<file path="config.mk">
export PLATFORM = sky130hd
export DESIGN_NAME = dda_line_rasterizer
export DESIGN_NICKNAME = d
export VERILOG_FILES = /design/src/design/dda_pkg.sv /design/src/design/dda_line_rasterizer.sv /design/src/design/dda_front.sv /design/src/design/dda_queue.sv /design/src/design/dda_back.sv
export VERILOG_INCLUDE_DIRS = /design/src /design/src/design
export SDC_FILE = /design/constraint.sdc
export NUM_CORES = 1
export LEC_CHECK = 0
export BUFFER_PORTS_ARGS = -buffer_cell sky130_fd_sc_hd__buf_2
export CAP_MARGIN = 20
export CORE_MARGIN = 4
export CORE_UTILIZATION = 25
export CTS_CLUSTER_DIAMETER = 30
export DETAILED_ROUTE_END_ITERATION = 10
export PLACE_DENSITY_LB_ADDON = 0.25
export SLEW_MARGIN = 30
export SYNTH_ARGS = -nofsm -noshare
export SYNTH_HDL_FRONTEND = slang
export SYNTH_HIERARCHICAL = 1
export SYNTH_SLANG_ARGS = --single-unit
</file>
<file path="constraint.sdc">
create_clock -name clk -period 5.35 [get_ports clk]
set_input_delay 0.2675 -clock clk [delete_from_list [all_inputs] [get_ports clk]]
set_output_delay 0.2675 -clock clk [all_outputs]
set_load 0.01 [all_outputs]
</file>
<file path="src/design/assert_macros.svh">
// ----------------------------------------------------------------------------
// Assertion macros
// Concurrent assertion wrappers clocked on clk and disabled during rst.
// ----------------------------------------------------------------------------
`ifndef ASSERT_MACROS_SVH
`define ASSERT_MACROS_SVH

`ifndef NO_ASSERTIONS

// Check that a property holds at every clock edge outside reset.
`define DDA_ASSERT(lbl, prop, msg) \
  lbl: assert property (@(posedge clk) disable iff (rst) (prop)) else $error(msg);

// Check that an expression is never true outside reset.
`define DDA_ASSERT_NEVER(lbl, expr, msg) \
  lbl: assert property (@(posedge clk) disable iff (rst) !(expr)) else $error(msg);

`else

`define DDA_ASSERT(lbl, prop, msg)
`define DDA_ASSERT_NEVER(lbl, expr, msg)

`endif

`endif

</file>
<file path="src/design/dda_pkg.sv">
// ----------------------------------------------------------------------------
// DDA line rasterizer package
// Widths, item and command types, and state codes shared by all modules.
// ----------------------------------------------------------------------------
package dda_pkg;

  localparam int COORD_BITS    = 12;
  localparam int FRAC_BITS     = 16;
  localparam int ACC_BITS      = COORD_BITS + FRAC_BITS;
  localparam int INC_BITS      = FRAC_BITS + 2;
  localparam int LEFT_BITS     = COORD_BITS + 1;
  localparam int REM_BITS      = COORD_BITS + 1;
  localparam int QUO_BITS      = FRAC_BITS + 1;
  localparam int DIV_CNT_BITS  = $clog2(QUO_BITS);

  typedef enum logic {
    FUNC_START = 1'b0,
    FUNC_TICK  = 1'b1
  } func_t;

  typedef struct packed {
    func_t                 func;
    logic [COORD_BITS-1:0] start_x;
    logic [COORD_BITS-1:0] start_y;
    logic [COORD_BITS-1:0] end_x;
    logic [COORD_BITS-1:0] end_y;
  } item_t;

  typedef struct packed {
    logic [COORD_BITS-1:0] pixel_x;
    logic [COORD_BITS-1:0] pixel_y;
    logic                  last_pixel;
  } pixel_t;

  // Classified command handed from the front end to the back end.
  typedef struct packed {
    logic                  is_start;
    logic                  neg_x;
    logic                  neg_y;
    logic [COORD_BITS-1:0] mag_x;
    logic [COORD_BITS-1:0] mag_y;
    logic [COORD_BITS-1:0] step;
    logic [COORD_BITS-1:0] start_x;
    logic [COORD_BITS-1:0] start_y;
  } cmd_t;

  typedef enum logic {
    BACK_RUN    = 1'b0,
    BACK_DIVIDE = 1'b1
  } back_state_t;

endpackage

</file>
<file path="src/design/dda_line_rasterizer.sv">
// ----------------------------------------------------------------------------
// DDA line rasterizer
// Digital differential analyzer line generator with a queued command path.
// ----------------------------------------------------------------------------
// A start transaction (func = 0) loads two endpoints; each tick transaction
// (func = 1) then yields one pixel, the first endpoint included and the far
// endpoint excluded, with last_pixel set on the final one. A line has
// max(|dx|, |dy|) pixels; equal endpoints give none, and a tick with no line
// in progress gives nothing. Ticks run at one pixel per clock once the back
// end is streaming and pixel_stall is low; a tick's pixel shows on the
// output the cycle after it is taken. A start with distinct endpoints holds
// the back end while it loads the line and runs the shared radix-2 divider
// that forms both Q1.16 increments; during that time the front end keeps
// taking transactions into the QUEUE_DEPTH-entry command queue, and input
// stall rises only when that queue is full. The output register holds the
// current pixel steady under pixel_stall; further ticks wait in the queue
// until it is taken.
// ----------------------------------------------------------------------------
module dda_line_rasterizer import dda_pkg::*; #(
  parameter int QUEUE_DEPTH = 4
) (
  input  logic   clk,
  input  logic   rst,
  input  logic   item_valid,
  output logic   item_stall,
  input  item_t  item,
  output logic   pixel_valid,
  input  logic   pixel_stall,
  output pixel_t pixel
);

  // Classified commands between front and back ends.
  cmd_t front_cmd;
  cmd_t head_cmd;
  logic cmd_push;
  logic queue_full;
  logic head_valid;
  logic cmd_pop;

  // Classify: start or tick, deltas, direction, step count.
  dda_front u_front (
    .item_valid (item_valid),
    .item_stall (item_stall),
    .item       (item),
    .queue_full (queue_full),
    .cmd_push   (cmd_push),
    .cmd        (front_cmd)
  );

  // Hold commands while the back end divides or the output stalls.
  dda_queue #(
    .DEPTH (QUEUE_DEPTH)
  ) u_queue (
    .clk      (clk),
    .rst      (rst),
    .push     (cmd_push),
    .push_cmd (front_cmd),
    .full     (queue_full),
    .pop      (cmd_pop),
    .valid    (head_valid),
    .head     (head_cmd)
  );

  // Set up increments, advance accumulators, present pixels.
  dda_back u_back (
    .clk         (clk),
    .rst         (rst),
    .cmd_valid   (head_valid),
    .cmd         (head_cmd),
    .cmd_pop     (cmd_pop),
    .pixel_valid (pixel_valid),
    .pixel       (pixel),
    .pixel_stall (pixel_stall)
  );

endmodule

</file>
<file path="src/design/dda_front.sv">
// ----------------------------------------------------------------------------
// DDA front end
// Accepts input transactions and classifies them into back-end commands.
// ----------------------------------------------------------------------------
module dda_front import dda_pkg::*; (
  input  logic  item_valid,
  output logic  item_stall,
  input  item_t item,
  input  logic  queue_full,
  output logic  cmd_push,
  output cmd_t  cmd
);

  logic                  neg_x;
  logic                  neg_y;
  logic [COORD_BITS-1:0] mag_x;
  logic [COORD_BITS-1:0] mag_y;

  assign item_stall = queue_full;
  assign cmd_push   = item_valid && !queue_full;

  // Take endpoint deltas apart into magnitude and direction.
  always_comb begin
    neg_x = item.end_x < item.start_x;
    neg_y = item.end_y < item.start_y;
    mag_x = neg_x ? item.start_x - item.end_x : item.end_x - item.start_x;
    mag_y = neg_y ? item.start_y - item.end_y : item.end_y - item.start_y;
  end

  always_comb begin
    cmd.is_start = (item.func == FUNC_START);
    cmd.neg_x    = neg_x;
    cmd.neg_y    = neg_y;
    cmd.mag_x    = mag_x;
    cmd.mag_y    = mag_y;
    cmd.step     = (mag_x > mag_y) ? mag_x : mag_y;
    cmd.start_x  = item.start_x;
    cmd.start_y  = item.start_y;
  end

endmodule

</file>
<file path="src/design/dda_queue.sv">
// ----------------------------------------------------------------------------
// DDA command queue
// Short FIFO that decouples the front end from the back end.
// ----------------------------------------------------------------------------
module dda_queue import dda_pkg::*; #(
  parameter int DEPTH = 4
) (
  input  logic clk,
  input  logic rst,
  input  logic push,
  input  cmd_t push_cmd,
  output logic full,
  input  logic pop,
  output logic valid,
  output cmd_t head
);

  localparam int PTR_BITS = (DEPTH > 1) ? $clog2(DEPTH) : 1;
  localparam int CNT_BITS = $clog2(DEPTH + 1);

  cmd_t                entries [DEPTH];
  logic [PTR_BITS-1:0] wr_ptr;
  logic [PTR_BITS-1:0] rd_ptr;
  logic [CNT_BITS-1:0] count;

  assign full  = (count == CNT_BITS'(DEPTH));
  assign valid = (count != '0);
  assign head  = entries[rd_ptr];

  always_ff @(posedge clk) begin
    if (push) begin
      entries[wr_ptr] <= push_cmd;
    end
  end

  always_ff @(posedge clk) begin
    if (rst) begin
      wr_ptr <= '0;
      rd_ptr <= '0;
      count  <= '0;
    end else begin
      if (push) begin
        wr_ptr <= (wr_ptr == PTR_BITS'(DEPTH - 1)) ? '0 : wr_ptr + 1'b1;
      end
      if (pop) begin
        rd_ptr <= (rd_ptr == PTR_BITS'(DEPTH - 1)) ? '0 : rd_ptr + 1'b1;
      end
      case ({push, pop})
        2'b10:   count <= count + 1'b1;
        2'b01:   count <= count - 1'b1;
        default: count <= count;
      endcase
    end
  end

endmodule

</file>
<file path="src/design/dda_back.sv">
// ----------------------------------------------------------------------------
// DDA back end
// Sets up lines with a radix-2 divider and steps the accumulators per tick.
// ----------------------------------------------------------------------------
`include "assert_macros.svh"

module dda_back import dda_pkg::*; (
  input  logic   clk,
  input  logic   rst,
  input  logic   cmd_valid,
  input  cmd_t   cmd,
  output logic   cmd_pop,
  output logic   pixel_valid,
  output pixel_t pixel,
  input  logic   pixel_stall
);

  back_state_t             state;
  back_state_t             state_next;
  logic [ACC_BITS-1:0]     acc_x;
  logic [ACC_BITS-1:0]     acc_y;
  logic [INC_BITS-1:0]     inc_x;
  logic [INC_BITS-1:0]     inc_y;
  logic [LEFT_BITS-1:0]    pixels_left;
  logic                    line_active;
  logic [DIV_CNT_BITS-1:0] div_cnt;
  logic [REM_BITS-1:0]     rem_x;
  logic [REM_BITS-1:0]     rem_y;
  logic [QUO_BITS-1:0]     quo_x;
  logic [QUO_BITS-1:0]     quo_y;
  logic [COORD_BITS-1:0]   divisor;
  logic                    neg_x;
  logic                    neg_y;

  logic                    out_free;
  logic                    emit;
  logic                    load_div;
  logic                    div_last;
  logic                    last_one;
  logic [REM_BITS-1:0]     div_ext;
  logic                    ge_x;
  logic                    ge_y;
  logic [REM_BITS-1:0]     sub_x;
  logic [REM_BITS-1:0]     sub_y;
  logic [QUO_BITS-1:0]     quo_x_next;
  logic [QUO_BITS-1:0]     quo_y_next;
  logic [INC_BITS-1:0]     qx_ext;
  logic [INC_BITS-1:0]     qy_ext;

  // One restoring division step for both axes against the shared divisor.
  always_comb begin
    div_ext    = {1'b0, divisor};
    ge_x       = rem_x >= div_ext;
    ge_y       = rem_y >= div_ext;
    sub_x      = ge_x ? rem_x - div_ext : rem_x;
    sub_y      = ge_y ? rem_y - div_ext : rem_y;
    quo_x_next = {quo_x[QUO_BITS-2:0], ge_x};
    quo_y_next = {quo_y[QUO_BITS-2:0], ge_y};
    qx_ext     = {1'b0, quo_x_next};
    qy_ext     = {1'b0, quo_y_next};
    div_last   = (div_cnt == DIV_CNT_BITS'(QUO_BITS - 1));
    last_one   = (pixels_left <= LEFT_BITS'(1));
  end

  // Control outputs.
  always_comb begin
    out_free = !pixel_valid || !pixel_stall;
    cmd_pop  = 1'b0;
    if (state == BACK_RUN && cmd_valid) begin
      cmd_pop = cmd.is_start || !line_active || out_free;
    end
    emit     = cmd_pop && !cmd.is_start && line_active;
    load_div = cmd_pop && cmd.is_start && (cmd.step != '0);
  end

  // Next state.
  always_comb begin
    state_next = state;
    case (state)
      BACK_RUN:    if (load_div) state_next = BACK_DIVIDE;
      BACK_DIVIDE: if (div_last) state_next = BACK_RUN;
      default:     state_next = BACK_RUN;
    endcase
  end

  always_ff @(posedge clk) begin
    if (rst) begin
      state       <= BACK_RUN;
      acc_x       <= '0;
      acc_y       <= '0;
      inc_x       <= '0;
      inc_y       <= '0;
      pixels_left <= '0;
      line_active <= 1'b0;
      div_cnt     <= '0;
      pixel_valid <= 1'b0;
    end else begin
      state <= state_next;

      if (emit) begin
        pixel_valid <= 1'b1;
      end else if (!pixel_stall) begin
        pixel_valid <= 1'b0;
      end

      if (cmd_pop && cmd.is_start) begin
        acc_x       <= {cmd.start_x, {FRAC_BITS{1'b0}}};
        acc_y       <= {cmd.start_y, {FRAC_BITS{1'b0}}};
        inc_x       <= '0;
        inc_y       <= '0;
        pixels_left <= {1'b0, cmd.step};
        line_active <= (cmd.step != '0);
        div_cnt     <= '0;
      end else if (state == BACK_DIVIDE) begin
        div_cnt <= div_cnt + 1'b1;
        if (div_last) begin
          inc_x <= neg_x ? -qx_ext : qx_ext;
          inc_y <= neg_y ? -qy_ext : qy_ext;
        end
      end else if (emit) begin
        acc_x <= acc_x + {{(ACC_BITS - INC_BITS){inc_x[INC_BITS-1]}}, inc_x};
        acc_y <= acc_y + {{(ACC_BITS - INC_BITS){inc_y[INC_BITS-1]}}, inc_y};
        if (last_one) begin
          pixels_left <= '0;
          line_active <= 1'b0;
        end else begin
          pixels_left <= pixels_left - 1'b1;
        end
      end
    end
  end

  // Divider datapath and output payload.
  always_ff @(posedge clk) begin
    if (cmd_pop && cmd.is_start) begin
      rem_x   <= {1'b0, cmd.mag_x};
      rem_y   <= {1'b0, cmd.mag_y};
      quo_x   <= '0;
      quo_y   <= '0;
      divisor <= cmd.step;
      neg_x   <= cmd.neg_x;
      neg_y   <= cmd.neg_y;
    end else if (state == BACK_DIVIDE) begin
      rem_x <= {sub_x[REM_BITS-2:0], 1'b0};
      rem_y <= {sub_y[REM_BITS-2:0], 1'b0};
      quo_x <= quo_x_next;
      quo_y <= quo_y_next;
    end
    if (emit) begin
      pixel.pixel_x    <= acc_x[ACC_BITS-1:FRAC_BITS];
      pixel.pixel_y    <= acc_y[ACC_BITS-1:FRAC_BITS];
      pixel.last_pixel <= last_one;
    end
  end

  `DDA_ASSERT(a_no_pop_in_divide, (state == BACK_DIVIDE) |-> !cmd_pop, "pop during divide")
  `DDA_ASSERT(a_last_ends_line, (emit && last_one) |=> !line_active, "line not closed")
  `DDA_ASSERT(a_idle_no_pixels, (!line_active && state == BACK_RUN) |-> (pixels_left == '0), "idle line has pixels left")
  `DDA_ASSERT(a_emit_into_room, emit |=> pixel_valid, "emitted pixel not presented")

endmodule
</file>
==> results of run 1 <==
worst max-delay path, stage by stage:
cell and delay, ps:
dlygate4sd3_1 550, buf_2 180, ha_1 190, inv_1 60, fa_1 400, a21o_2 230, a311oi_2 400, o31ai_1 140
a21o_2 280, inv_6 160, a211o_1 130, o21ai_0 90, xor2_1 340, inv_1 170, ha_1 350, nand4_1 150
a211oi_1 300, a2111oi_0 110, nor2_1 130, buf_4 200, mux2_2 390
stage by stage:
| step | utilization | std cells | hold slack (ps) | total power, mW |
|---|---|---|---|---|
| 2_1_floorplan | - | 2257 | 337 | 9.28 |
| 3_3_place_gp | 0.269 | 3525 | 444 | 10.9 |
| 3_5_place_dp | 0.269 | 3525 | 451 | 11.0 |
| 4_1_cts | 0.310 | 3751 | 150 | 18.0 |
| 5_1_grt | 0.310 | 3751 | 197 | 18.9 |
| 6_report | 0.310 | 3752 | 182 | 17.8 |
cells in the final DEF (no fill, tap or decap), drive strengths merged, types with 29 or more instances in the layout:
master / n
edfxtp: 315
nand2: 217
a21oi: 168
nor2: 156
dfxtp: 156
ha: 150
inv: 130
clkbuf: 122
o21ai: 117
buf: 113
mux4: 63
a21o: 57
xor2: 55
xnor2: 46
nand3: 40
clkinv: 39
a211oi: 38
mux2i: 35
nor2b: 33
nor3: 31
a31oi: 29
sequential cells by signal (all words and copies together), names as in the netlist, 13 cells and up, named ones only:
register and cells:
u_back/inc_x 18, u_back/pixel 25, u_back/acc_y 28, u_back/rem_y 13, u_back/inc_y 18, u_back/quo_x 16
u_back/quo_y 16, u_back/acc_x 28, u_back/rem_x 13, u_back/pixels_left 13, u_queue/entries 252
cell type report:
type                    count  share of cell area
flip-flops and latches    471               0.410
clock inverters            77              0.0330
clock buffers             122              0.0928
diodes                      1           0.0000815
inverters                 125              0.0155
well taps                1287              0.0525
multi-input cells        1529               0.366
repair buffers            140              0.0301
power breakdown:
part	leakage (nW)	total [mW]	internal (mW)	switching, mW
combinational	5.74	5.72	2.16	3.56
clock	1.87	6.90	4.81	2.09
sequential	4.16	5.21	4.79	0.421
path summary, 6_finish.rpt:
check	slack, ps	end	from	depth (start not counted)
worst min register to register	460	u_back/acc_y[4]	u_back/acc_y[4]	2
worst max register to register	1310	u_back/inc_x[16]	u_back/divisor[1]	15
worst min-delay path	180	u_queue/wr_ptr[1]	item_valid	4
worst max-delay path	480	u_queue/entries[0][32]	item[36]	21
logic make-up (layout without fill, tap and decap cells):
| group | Yosys count | in the layout |
|---|---|---|
| and+or+nand+nor | 593 | 593 |
| AOI/OAI and AO/OA | 570 | 570 |
| DFF | 471 | 471 |
| buffers and inverters | 257 | 464 |
| adders and majority gates | 159 | 159 |
| muxes | 106 | 106 |
| xor gates and xnor gates | 101 | 101 |
| other | 0 | 1 |
routing by layer:
| layer | up-vias | global-route usage |
|---|---|---|
| met5 | - | 0 |
| met4 | 0 | 0.0324 |
| met3 | 92 | 0.0206 |
| met2 | 362 | 0.208 |
| met1 | 8820 | 0.173 |
| li1 | 8626 | - |
repair_timing:
action / in CTS / in global routing
buffers inserted: 0 / 0
hold endpoints to repair: 110 / 0
endpoints found under the setup margin: 0 / 0
hold buffers: 27 / 0
==> qor.yml, run 1 <==
route:
  dr_wl_met2_um: 32000
  drt_iter0_markers: 1203
  wl_um: 68100
  ant_nets: 0
  viasPerCell: 4.77
  drc: 0
  maxUsedRoutingLayer: "met4"
  wl_met1_um: 32100
  routedWlPerCell_um: 18.1
  drtPass1Iterations: 7
  wl_met3_um: 2830
  vias: 17900
synthesis:
  synth_edf_count: 315
  synth_top_family_by_area: "compound AO/OA/AOI/OAI gates"
  synth_compound_area_frac: 0.147
  synth_fa_ha_area_frac: 0.0822
  ys_top_cells_by_area: "edfxtp_1 (38%), dfxtp_1 (12%), ha_1 (7.5%)"
  synth.avg_cell_area_um2: 11.1
  yosysMostFrequentCell: "edfxtp_1"
  synth_top_area_share: 0.378
  synth_ff_type: "edfxtp_1"
  yosysSeqAreaShare: 0.503
  synthCells: 2257
  synth_common_cells: "edfxtp_1 (315), nand2_1 (217), a21oi_1 (167)"
  async_reset_ff_frac: 0
  yosys.area.top_type: "edfxtp_1"
  synthXorXnorAreaFrac: 0.0356
  syn_nets: 2469
  synth_simple_gate_area_share: 0.109
  synth_mux_area_frac: 0.0749
  synth_warnings: 6
  syn_area_um2: 25000
  synth_cell_types: 80
  ys_ff_latch: 471
timing:
  worst_pin_slew_ps: 925
  rsz0062_at_grt: "false"
  finalCritPeriodShare: 0.911
  final-setup-viol-count: 0
  drv_slew: 0
  fin_worst_skew_ps: 19.3
  maxSlewHeadroom: 0.378
  finalHoldViolCount: 0
  timing.setup.tns_ps: 0
  fmax_ghz: 0.205
  min_period_ps: 4870
  fin_ws_ps: 479
global_route:
  grt-ovfl-total: 0
  grt_pass1_wl_um: 106000
  antenna_found_initial: 8
  grt_max_degree: 73
  grt_pass1_vias: 18200
  grt_use_total: 0.126
critical_path:
  cp.arrival_ps: 5240
  worstSetupStartpointType: "input pin"
  endpoint_kind: "flip-flop"
  cp_max_fo: 21
  critPathRequiredTime_ps: 5710
  criticalPathCategory: "in -> reg"
finish:
  fin_area_um2: 30700
  area_delta_synth_final_pct: 22.6
  final-seq-area_um2: 12600
  num-nets-final: 2588
  fillers: 9909
  multi_input_area_um2: 11200
  drive_gt1_frac: 0.163
clocking:
  numCtsBuffers: 109
  cts_buffer_depth: 3
  cts-resized-gates: 0
  clkLatencyLatePin_ps: 630
  htreeDepth: 3
  cts_tree: "yes"
  cts.clk_slew.worst_paths_ps: 40
  clock-sinks: 471
  ctsRootBufferMaster: "clkbuf_16"
place:
  pre_cts_ws_ps: 453
  place_area_um2: 26600
  dp_hpwl_um: 47400
  io_buffers: 79
  gp_congestion: 0.822
pwr:
  powerDensity_nw_per_um2: 581
  ir_drop_v: 0.000291
  power.leakage_nw: 11.8
run:
  cap_violations: 0
die:
  core-area_um2: 98900
  initial_core_util: 0.253
  die_x_um: 324
  ios: 80
  die_h_um: 324
  dieArea_um2: 105000
  rows: 115
hold_path:
  hp-class: "in -> reg"
run_status:
  status: "finished, final reports clean"
Power figures use the tool's default switching activity.
==> run 2: changes to the inputs <==
clock period = 6.24 ns   (was 5.35 ns; I/O delays follow)
==> run 2 against run 1 <==
  * Register-to-register slack improved by 840 ps
  * Global-route usage about the same
  * Combinational power down 14%
  * Worst setup slack better by 570 ps
  * Critical path depth down 2
  * Die area unchanged
  * Core utilization rose by 0.065 points
  * Largest cell class unchanged
  * Clock power down 13%
  * Sequential share of layout area down 0.085 points
  * Final area increased by 0.21%
  * Largest power group unchanged
  * Via count down 0.22%
==> qor.yml, run 2 (same netlist as run 1, synthesis figures left out) <==
die:
  die_h_um: 324  # unchanged
  rows: 115  # unchanged
  initial_core_util: 0.253  # unchanged
  ios: 80  # unchanged
  dieArea_um2: 105000  # unchanged
  core-area_um2: 98900  # unchanged
  die_x_um: 324  # unchanged
finish:
  largest_register_ffs: 252  # unchanged
  final_cell_mix: "edfxtp_1 (315), nand2_1 (216), a21oi_1 (167), nor2_1 (154), dfxtp_1 (153)"  # was edfxtp_1 (315), nand2_1 (216), a21oi_1 (167), nor2_1 (155), dfxtp_1 (153)
  fillers: 9929  # was 9909
  num-nets-final: 2579  # was 2588
  fin_area_um2: 30800  # was 30700 um^2
  regMostFlops: "u_queue/entries"  # unchanged
  largest_registers: "u_queue/entries (252), u_back/acc_x (28), u_back/acc_y (28)"  # unchanged
  drive_gt1_frac: 0.160  # was 0.163
  fin_util: 0.311  # was 0.310
  final_common_cell: "edfxtp_1"  # unchanged
  area_delta_synth_final_pct: 22.9  # was 22.6%
critical_path:
  reg2regPathDepth: 13  # was 15
  endpoint_kind: "flip-flop"  # unchanged
  cp.arrival_ps: 5580  # was 5240 ps
  r2r-start: "u_back/divisor[1]"  # unchanged
  worstSetupStartpointType: "input pin"  # unchanged
  rrSetupSlack_ps: 2150  # was 1310 ps
  critPathRequiredTime_ps: 6620  # was 5710 ps
  criticalPathCategory: "in -> reg"  # unchanged
  worstReg2RegEnd: "u_back/inc_y[12]"  # was u_back/inc_x[16]
  cp_max_fo: 21  # unchanged
hold_path:
  min_to: "u_queue/wr_ptr[1]"  # unchanged
  min-delay-start: "item_valid"  # unchanged
  hp-class: "in -> reg"  # unchanged
  whs_path_depth: 4  # unchanged
clocking:
  clkLatencyLatePin_ps: 670  # was 630 ps
  cts.clk_slew.worst_paths_ps: 50  # was 40 ps
  ctsRootBufferMaster: "clkbuf_16"  # unchanged
  htreeDepth: 3  # unchanged
  clock-sinks: 471  # unchanged
  numCtsBuffers: 109  # unchanged
  cts_tree: "yes"  # unchanged
  cts_buffer_depth: 3  # unchanged
timing:
  fmax_ghz: 0.192
  fin_worst_skew_ps: 34.9  # was 19.3 ps
  drv_slew: 0  # unchanged
  final-setup-viol-count: 0  # unchanged
  finalCritPeriodShare: 0.833
  rsz0062_at_grt: "false"  # unchanged
  maxSlewHeadroom: 0.391  # was 0.378
  finalHoldViolCount: 0  # unchanged
  min_period_ps: 5200
  timing.setup.tns_ps: 0  # unchanged
  worst_pin_slew_ps: 913  # was 925 ps
pwr:
  power.internal_mw: 10.0  # was 11.8 mW
  pwr-share-clk: 0.390  # was 0.387
  seqPwrFrac: 0.290  # was 0.292
  powerDensity_nw_per_um2: 498  # was 581 nW/um^2
  switchingPower_mw: 5.30  # was 6.07 mW
  switching_share: 0.346  # was 0.340
  ir_drop_v: 0.000236  # was 0.000291 V
  pwr-share-comb: 0.320  # was 0.321
  power.leakage_nw: 11.7  # was 11.8 nW
run_status:
  status: "finished, final reports clean"  # unchanged
global_route:
  grt_pass1_wl_um: 106000  # about the same
  antenna_found_initial: 9  # was 8
  grt_pass1_vias: 18300  # was 18200
  grt_max_degree: 73  # unchanged
  grt-ovfl-total: 0  # unchanged
  grt_use_total: 0.126  # about the same
place:
  gp_congestion: 0.822  # about the same
  dp_hpwl_um: 46800  # was 47400 um
  place_area_um2: 26500  # was 26600 um^2
  io_buffers: 79  # unchanged
route:
  viasPerCell: 4.76  # was 4.77
  drt_iter0_markers: 1169  # was 1203
  vias: 17900  # about the same
  wl_um: 67500  # was 68100 um
  ant_nets: 0  # unchanged
  drc: 0  # unchanged
  routedWlPerCell_um: 18.0  # was 18.1 um
  drtPass1Iterations: 7  # unchanged
run:
  cap_violations: 0  # unchanged
==> run 2: cell count changes in the layout (fill, tap and decap cells not counted), moves of 2 or more <==
cell	change
buf_4	-12
clkinv_2	-7
clkbuf_8	-3
clkinv_16	+4
clkinvlp_4	+3
bufinv_16	-2
clkbuf_1	+5
inv_6	+9
diode_2	+3
==> run 2: worst max-delay path, stage by stage <==
cell           delay, ps
dlygate4sd3_1        540
buf_2                160
ha_1                 190
inv_1                 60
fa_1                 390
a21o_2               230
a311oi_2             410
o31ai_1              150
a21o_2               280
inv_6                160
a211oi_1              70
a21oi_1              170
xor2_1               570
ha_1                 220
nand4_1              150
a211oi_1             250
a2111oi_0            110
nor2_2               710
mux2_2               450
==> run 2: metrics by stage <==
stage                     instances  worst slack (ps)  hold WS, ps  power, mW
after CTS                      3750              1120          185       15.5
after detailed placement       3516              1050          452       9.44
after floorplan                2257              1940          381       7.96
final                          3754              1040          204       15.3
after global routing           3750               736          233       16.2
after global placement         3514               996          443       9.35
==> run 2: worst max-delay path by stage <==
stage          startpoint                endpoint  slack, ps  cells past startpoint
2_1_floorplan    item[12]  u_queue/entries[0][32]       1940                     21
3_5_place_dp     item[12]  u_queue/entries[3][25]       1050                     19
4_1_cts          item[36]  u_queue/entries[1][25]       1120                     19
3_3_place_gp     item[12]  u_queue/entries[0][31]       1000                     20
5_1_grt          item[36]  u_queue/entries[3][32]        740                     20
6_report         item[36]  u_queue/entries[1][25]       1040                     19
==> run 2: area by class of cell <==
type / count / area (um^2) / area share
sequential: 471 / 12600 / 0.409
antenna: 4 / 10.0 / 0.000325
tap: 1287 / 1610 / 0.0524
multi-input combinational: 1529 / 11200 / 0.365
clock buffer: 124 / 2830 / 0.0919
inverter: 125 / 474 / 0.0154
clock inverter: 83 / 1110 / 0.0363
timing repair buffer: 131 / 893 / 0.0290
==> run 2: power groups by stage <==
stage | logic, mW | registers [mW] | clock network [mW]
after floorplan | 3.61 | 4.35 | 0
after global placement | 4.88 | 4.47 | 0
after detailed placement | 4.94 | 4.49 | 0
after CTS | 4.98 | 4.44 | 6.11
after global routing | 5.48 | 4.49 | 6.28
final | 4.91 | 4.44 | 5.98
==> run 2: metal layers <==
metal | wire length, um | track usage | vias to the layer above
li1 | - | - | 8645
met1 | 31500 | 0.169 | 8718
met2 | 31300 | 0.205 | 389
met3 | 3370 | 0.0278 | 107
met4 | 1370 | 0.0350 | 2
met5 | 13 | 0 | -
==> run 2: repair_timing <==
item / 4_1_cts / 5_1_grt
gates resized for setup: 0 / 0
buffers inserted: 0 / 0
endpoints found under the hold margin: 104 / 0
hold buffers: 27 / 0
